$ cat src/rtl/ili_pkg.sv
// Shared types and constants for the indexed list insert/delete core.
// Depends on nothing; every other file depends on it.
`default_nettype none
package ili_pkg;

	localparam int CAPACITY   = 64;
	localparam int VALUE_BITS = 32;
	localparam int ACT_W      = 3;
	localparam int POS_W      = 7;
	localparam int STAT_W     = 2;
	localparam int CNT_W      = 7;

	localparam logic [ACT_W-1:0] ACT_READ       = 3'd0;
	localparam logic [ACT_W-1:0] ACT_INS_HEAD   = 3'd1;
	localparam logic [ACT_W-1:0] ACT_INS_TAIL   = 3'd2;
	localparam logic [ACT_W-1:0] ACT_INS_AT     = 3'd3;
	localparam logic [ACT_W-1:0] ACT_DELETE     = 3'd4;

	localparam logic [STAT_W-1:0] ST_DONE  = 2'd0;
	localparam logic [STAT_W-1:0] ST_RANGE = 2'd1;
	localparam logic [STAT_W-1:0] ST_FULL  = 2'd2;

	localparam logic [CNT_W-1:0] CAP_CNT = CNT_W'(CAPACITY);

	typedef struct packed {
		logic                  shift_up;
		logic                  shift_down;
		logic [CNT_W-1:0]      where;
		logic [VALUE_BITS-1:0] value;
		logic [CNT_W-1:0]      rd_pos;
	} ili_cmd_t;

endpackage
`default_nettype wire

$ cat src/rtl/ili_cell.sv
// One list cell: holds one entry, loads a neighbor or new data on shift,
// gates its entry onto the read bus when addressed. Depends on ili_pkg.
`default_nettype none
module ili_cell (
	input  wire logic                           clk,
	input  wire logic [ili_pkg::CNT_W-1:0]      index,
	input  wire ili_pkg::ili_cmd_t              cmd,
	input  wire logic [ili_pkg::VALUE_BITS-1:0] left,
	input  wire logic [ili_pkg::VALUE_BITS-1:0] right,
	output logic [ili_pkg::VALUE_BITS-1:0]      entry,
	output logic [ili_pkg::VALUE_BITS-1:0]      rd_gated
);
	import ili_pkg::*;

	logic [VALUE_BITS-1:0] entry_q;

	always_ff @(posedge clk) begin
		if (cmd.shift_up) begin
			if (index > cmd.where) begin
				entry_q <= left;
			end else if (index == cmd.where) begin
				entry_q <= cmd.value;
			end
		end else if (cmd.shift_down) begin
			if (index >= cmd.where) begin
				entry_q <= right;
			end
		end
	end

	assign entry    = entry_q;
	assign rd_gated = (index == cmd.rd_pos) ? entry_q : '0;
endmodule
`default_nettype wire

$ cat config.mk
export PLATFORM = sky130hd
export DESIGN_NAME = ili_cell
export DESIGN_NICKNAME = d
export VERILOG_FILES = /design/src/rtl/ili_pkg.sv /design/src/rtl/ili_cell.sv
export SDC_FILE = /design/constraint.sdc
export NUM_CORES = 1
export LEC_CHECK = 0
export BUFFER_PORTS_ARGS = -buffer_cell sky130_fd_sc_hd__buf_2
export CAP_MARGIN = 20
export CORE_ASPECT_RATIO = 0.8
export CORE_MARGIN = 10
export CORE_UTILIZATION = 45
export DETAILED_ROUTE_END_ITERATION = 8
export PLACE_DENSITY = 0.9
export SYNTH_ARGS = -nofsm -noshare
export SYNTH_HDL_FRONTEND = slang
export SYNTH_SLANG_ARGS = --single-unit
$ cat constraint.sdc
create_clock -name clk -period 4 [get_ports clk]
set_clock_uncertainty 0.2 [all_clocks]
set_input_delay 0.8 -clock clk [delete_from_list [all_inputs] [get_ports clk]]
set_output_delay 0.8 -clock clk [all_outputs]
set_load 0.05 [all_outputs]
==> results.toml <==
[outcome]
status = "completed"

[global_route]
grt_pass1_wl_mm = 19.2
grt_usage_pct = 21.7
grt_max_degree = 46
antenna_found_initial = 0
grt_pass1_vias = 3959
globalRoute.totalOverflow = 0

[min_path]
hold_path_class = "in -> reg"
min_from = "right[6]"

[final_layout]
register_area_um2 = 961
drive_gt1_share_pct = 38.7
num-fill-cells = 586
antenna_cells = 0
largest_register_ffs = 32
multi_input_comb_area_um2 = 1970
fin_util_pct = 64.0
final_cell_mix = "buf_2 (183), nand2_1 (33), nor2_1 (33)"
mostFrequentLayoutCell = "buf_2"
stdcell_count = 616
syn_to_final_growth_pct = 35.2
final_nets = 658

[power]
p_comb_share_pct = 43.4
vdd_ir_drop_max_uv = 166
p_switching_w = 0.000566
p_leak_nw = 1.90
sw_frac_of_total_pct = 41.2
power.internal_w = 0.000808
seqPwrFrac_pct = 34.0
clockPowerShare_pct = 22.6
power_density_nw_per_um2 = 328

[setup_path]
cp.required_ns = 3.00
crit_path_end_kind = "output pin"
arrival_ns = 2.15
crit_path_start = "index[0]"
crit_type = "in -> out"
worstPathMaxFanout = 32
setup.worst_path.start_class = "primary input"

[sta]
final_hold_viol_count = 0
min_period_ns = 3.15
grt_setup_unrepaired = "false"
finalSetupViolations = 0
finalCritPeriodShare_pct = 78.9
report.final.slew_viol_count = 0
maxSlewHeadroom_pct = 47.1
fmax_ghz = 0.317
worst_pin_slew_ns = 0.794
finalSetupTns_ns = 0

[placed_design]
post-dp-hpwl_mm = 9.42
placed_cells = 608
portBuffers = 183
gp_congestion = 0.784

[floorplanning]
initial_utilization_pct = 47.3
io_pins = 184
rows = 26
chipWidth_um = 113
dieArea_um2 = 10600
die_y_um = 94.2
coreArea_um2 = 6540

[yosys]
avgSynthCellArea_um2 = 8.53
ys_ff_latch = 32
syn_nets = 490
ys_seq_area_share_pct = 31.0
netlist-cell-type-count = 29
syn_area_um2 = 3100
synth-warning-count = 0
syn_inst = 363

[cts]
cts_setup_buffers = 0
cts_resized = 0
root_buffer = "clkbuf_8"
clkTransAtPathRegs_ns = 0.08
cts_max_level = 2
cts_tree = "done"
clockBufferDepth = 2
clock_sinks = 32
holdBufCountCts = 0
cts-buffers-inserted = 5

[detailed_routing]
first_pass_iters = 6
wl_mm = 12.3
antenna_left = 0
via_per_inst = 5.95
drcViolationCount = 0
avgRoutedWirePerCell_um = 19.9
first_iter_violations = 275
vias = 3666

[run]
drv_cap = 0
-- critical path, stage by stage --
cell and delay, ns:
buf_2 0.11, xnor2_1 0.17, nand4_1 0.13, nor4_2 0.14
buf_4 0.32, and2_1 0.19, buf_2 0.27
-- cells by family (layout without fill, tap and decap cells) --
family | after synthesis | in the layout | synth area share, %
adders and majority gates | 7 | 7 | 2.83
and+or+nand+nor | 139 | 139 | 24.0
muxes | 32 | 32 | 10.3
DFF | 32 | 32 | 31.0
buffers and inverters | 43 | 212 | 5.74
xor gates and xnor gates | 7 | 7 | 1.98
AOI/OAI and AO/OA | 103 | 103 | 24.0
-- per-layer routing --
| metal | share of wire (%) | vias up | wire length (um) | GRT usage, % |
|---|---|---|---|---|
| li1 | - | 1674 | - | - |
| met1 | 38 | 1722 | 4710 | 24.5 |
| met2 | 50 | 241 | 6130 | 38.5 |
| met3 | 9.4 | 29 | 1160 | 5.11 |
| met4 | 2.2 | 0 | 267 | 9.18 |
| met5 | 0 | - | 0 | 0 |
-- worst paths after layout --
path            endpoint  cells past startpoint
max          rd_gated[0]                      7
min   entry[6]$_DFFE_PP_                      3
-- area by class of cell --
class | instances | area share (%)
multi-input cells | 288 | 47.0
repair buffers | 197 | 24.4
flip-flops and latches | 32 | 23.0
well taps | 84 | 2.51
clock buffers | 5 | 1.64
clock inverters | 3 | 0.897
inverters | 7 | 0.628
-- power by group through the flow --
| stage | sequential [W] | clock (W) | combinational (W) |
|---|---|---|---|
| after detailed placement | 0.000474 | 0 | 0.000595 |
| final | 0.000467 | 0.000310 | 0.000596 |
| after floorplan | 0.000657 | 0 | 0.000222 |
| after global routing | 0.000474 | 0.000324 | 0.000639 |
| after global placement | 0.000469 | 0 | 0.000579 |
| after CTS | 0.000467 | 0.000311 | 0.000597 |
-- metrics by stage --
stage / cell area, um2 / total power (W) / worst slack (ns) / hold slack, ns
floorplan: 3100 / 0.000879 / 0.752 / 0.875
global placement: 4080 / 0.00105 / 0.880 / 0.970
detailed placement: 4080 / 0.00107 / 0.826 / 0.984
CTS: 4190 / 0.00137 / 0.833 / 0.684
global route: 4190 / 0.00144 / 0.726 / 0.677
finish: 4190 / 0.00137 / 0.846 / 0.680
-- synth_stat cells --
library cell  number  area, um2
mux2i_1           32        320
buf_4              2       15.0
a21oi_1            2       10.0
o211a_1            2       20.0
nand4_1            2       12.5
and3b_1            1       8.76
and2_1            32        200
ha_1               7       87.6
and4_1             1       8.76
clkbuf_4           1       7.51
a21o_1             1       7.51
nand3_1            1       5.00
nor3b_1           32        240
o21ai_0           32        160
a41oi_1           32        280
nor3_1             1       5.00
xnor2_1            4       35.0
edfxtp_1          32        961
a21boi_0          32        240
nor2_1            34        128
clkbuf_1          29        109
o22a_1             1       8.76
buf_2              4       20.0
o21ai_4            1       16.3
inv_1              7       26.3
and3_1             1       6.26
xor2_1             3       26.3
nor4_1             1       6.26
nand2_1           33        124
(Power assumes the default switching activity.)
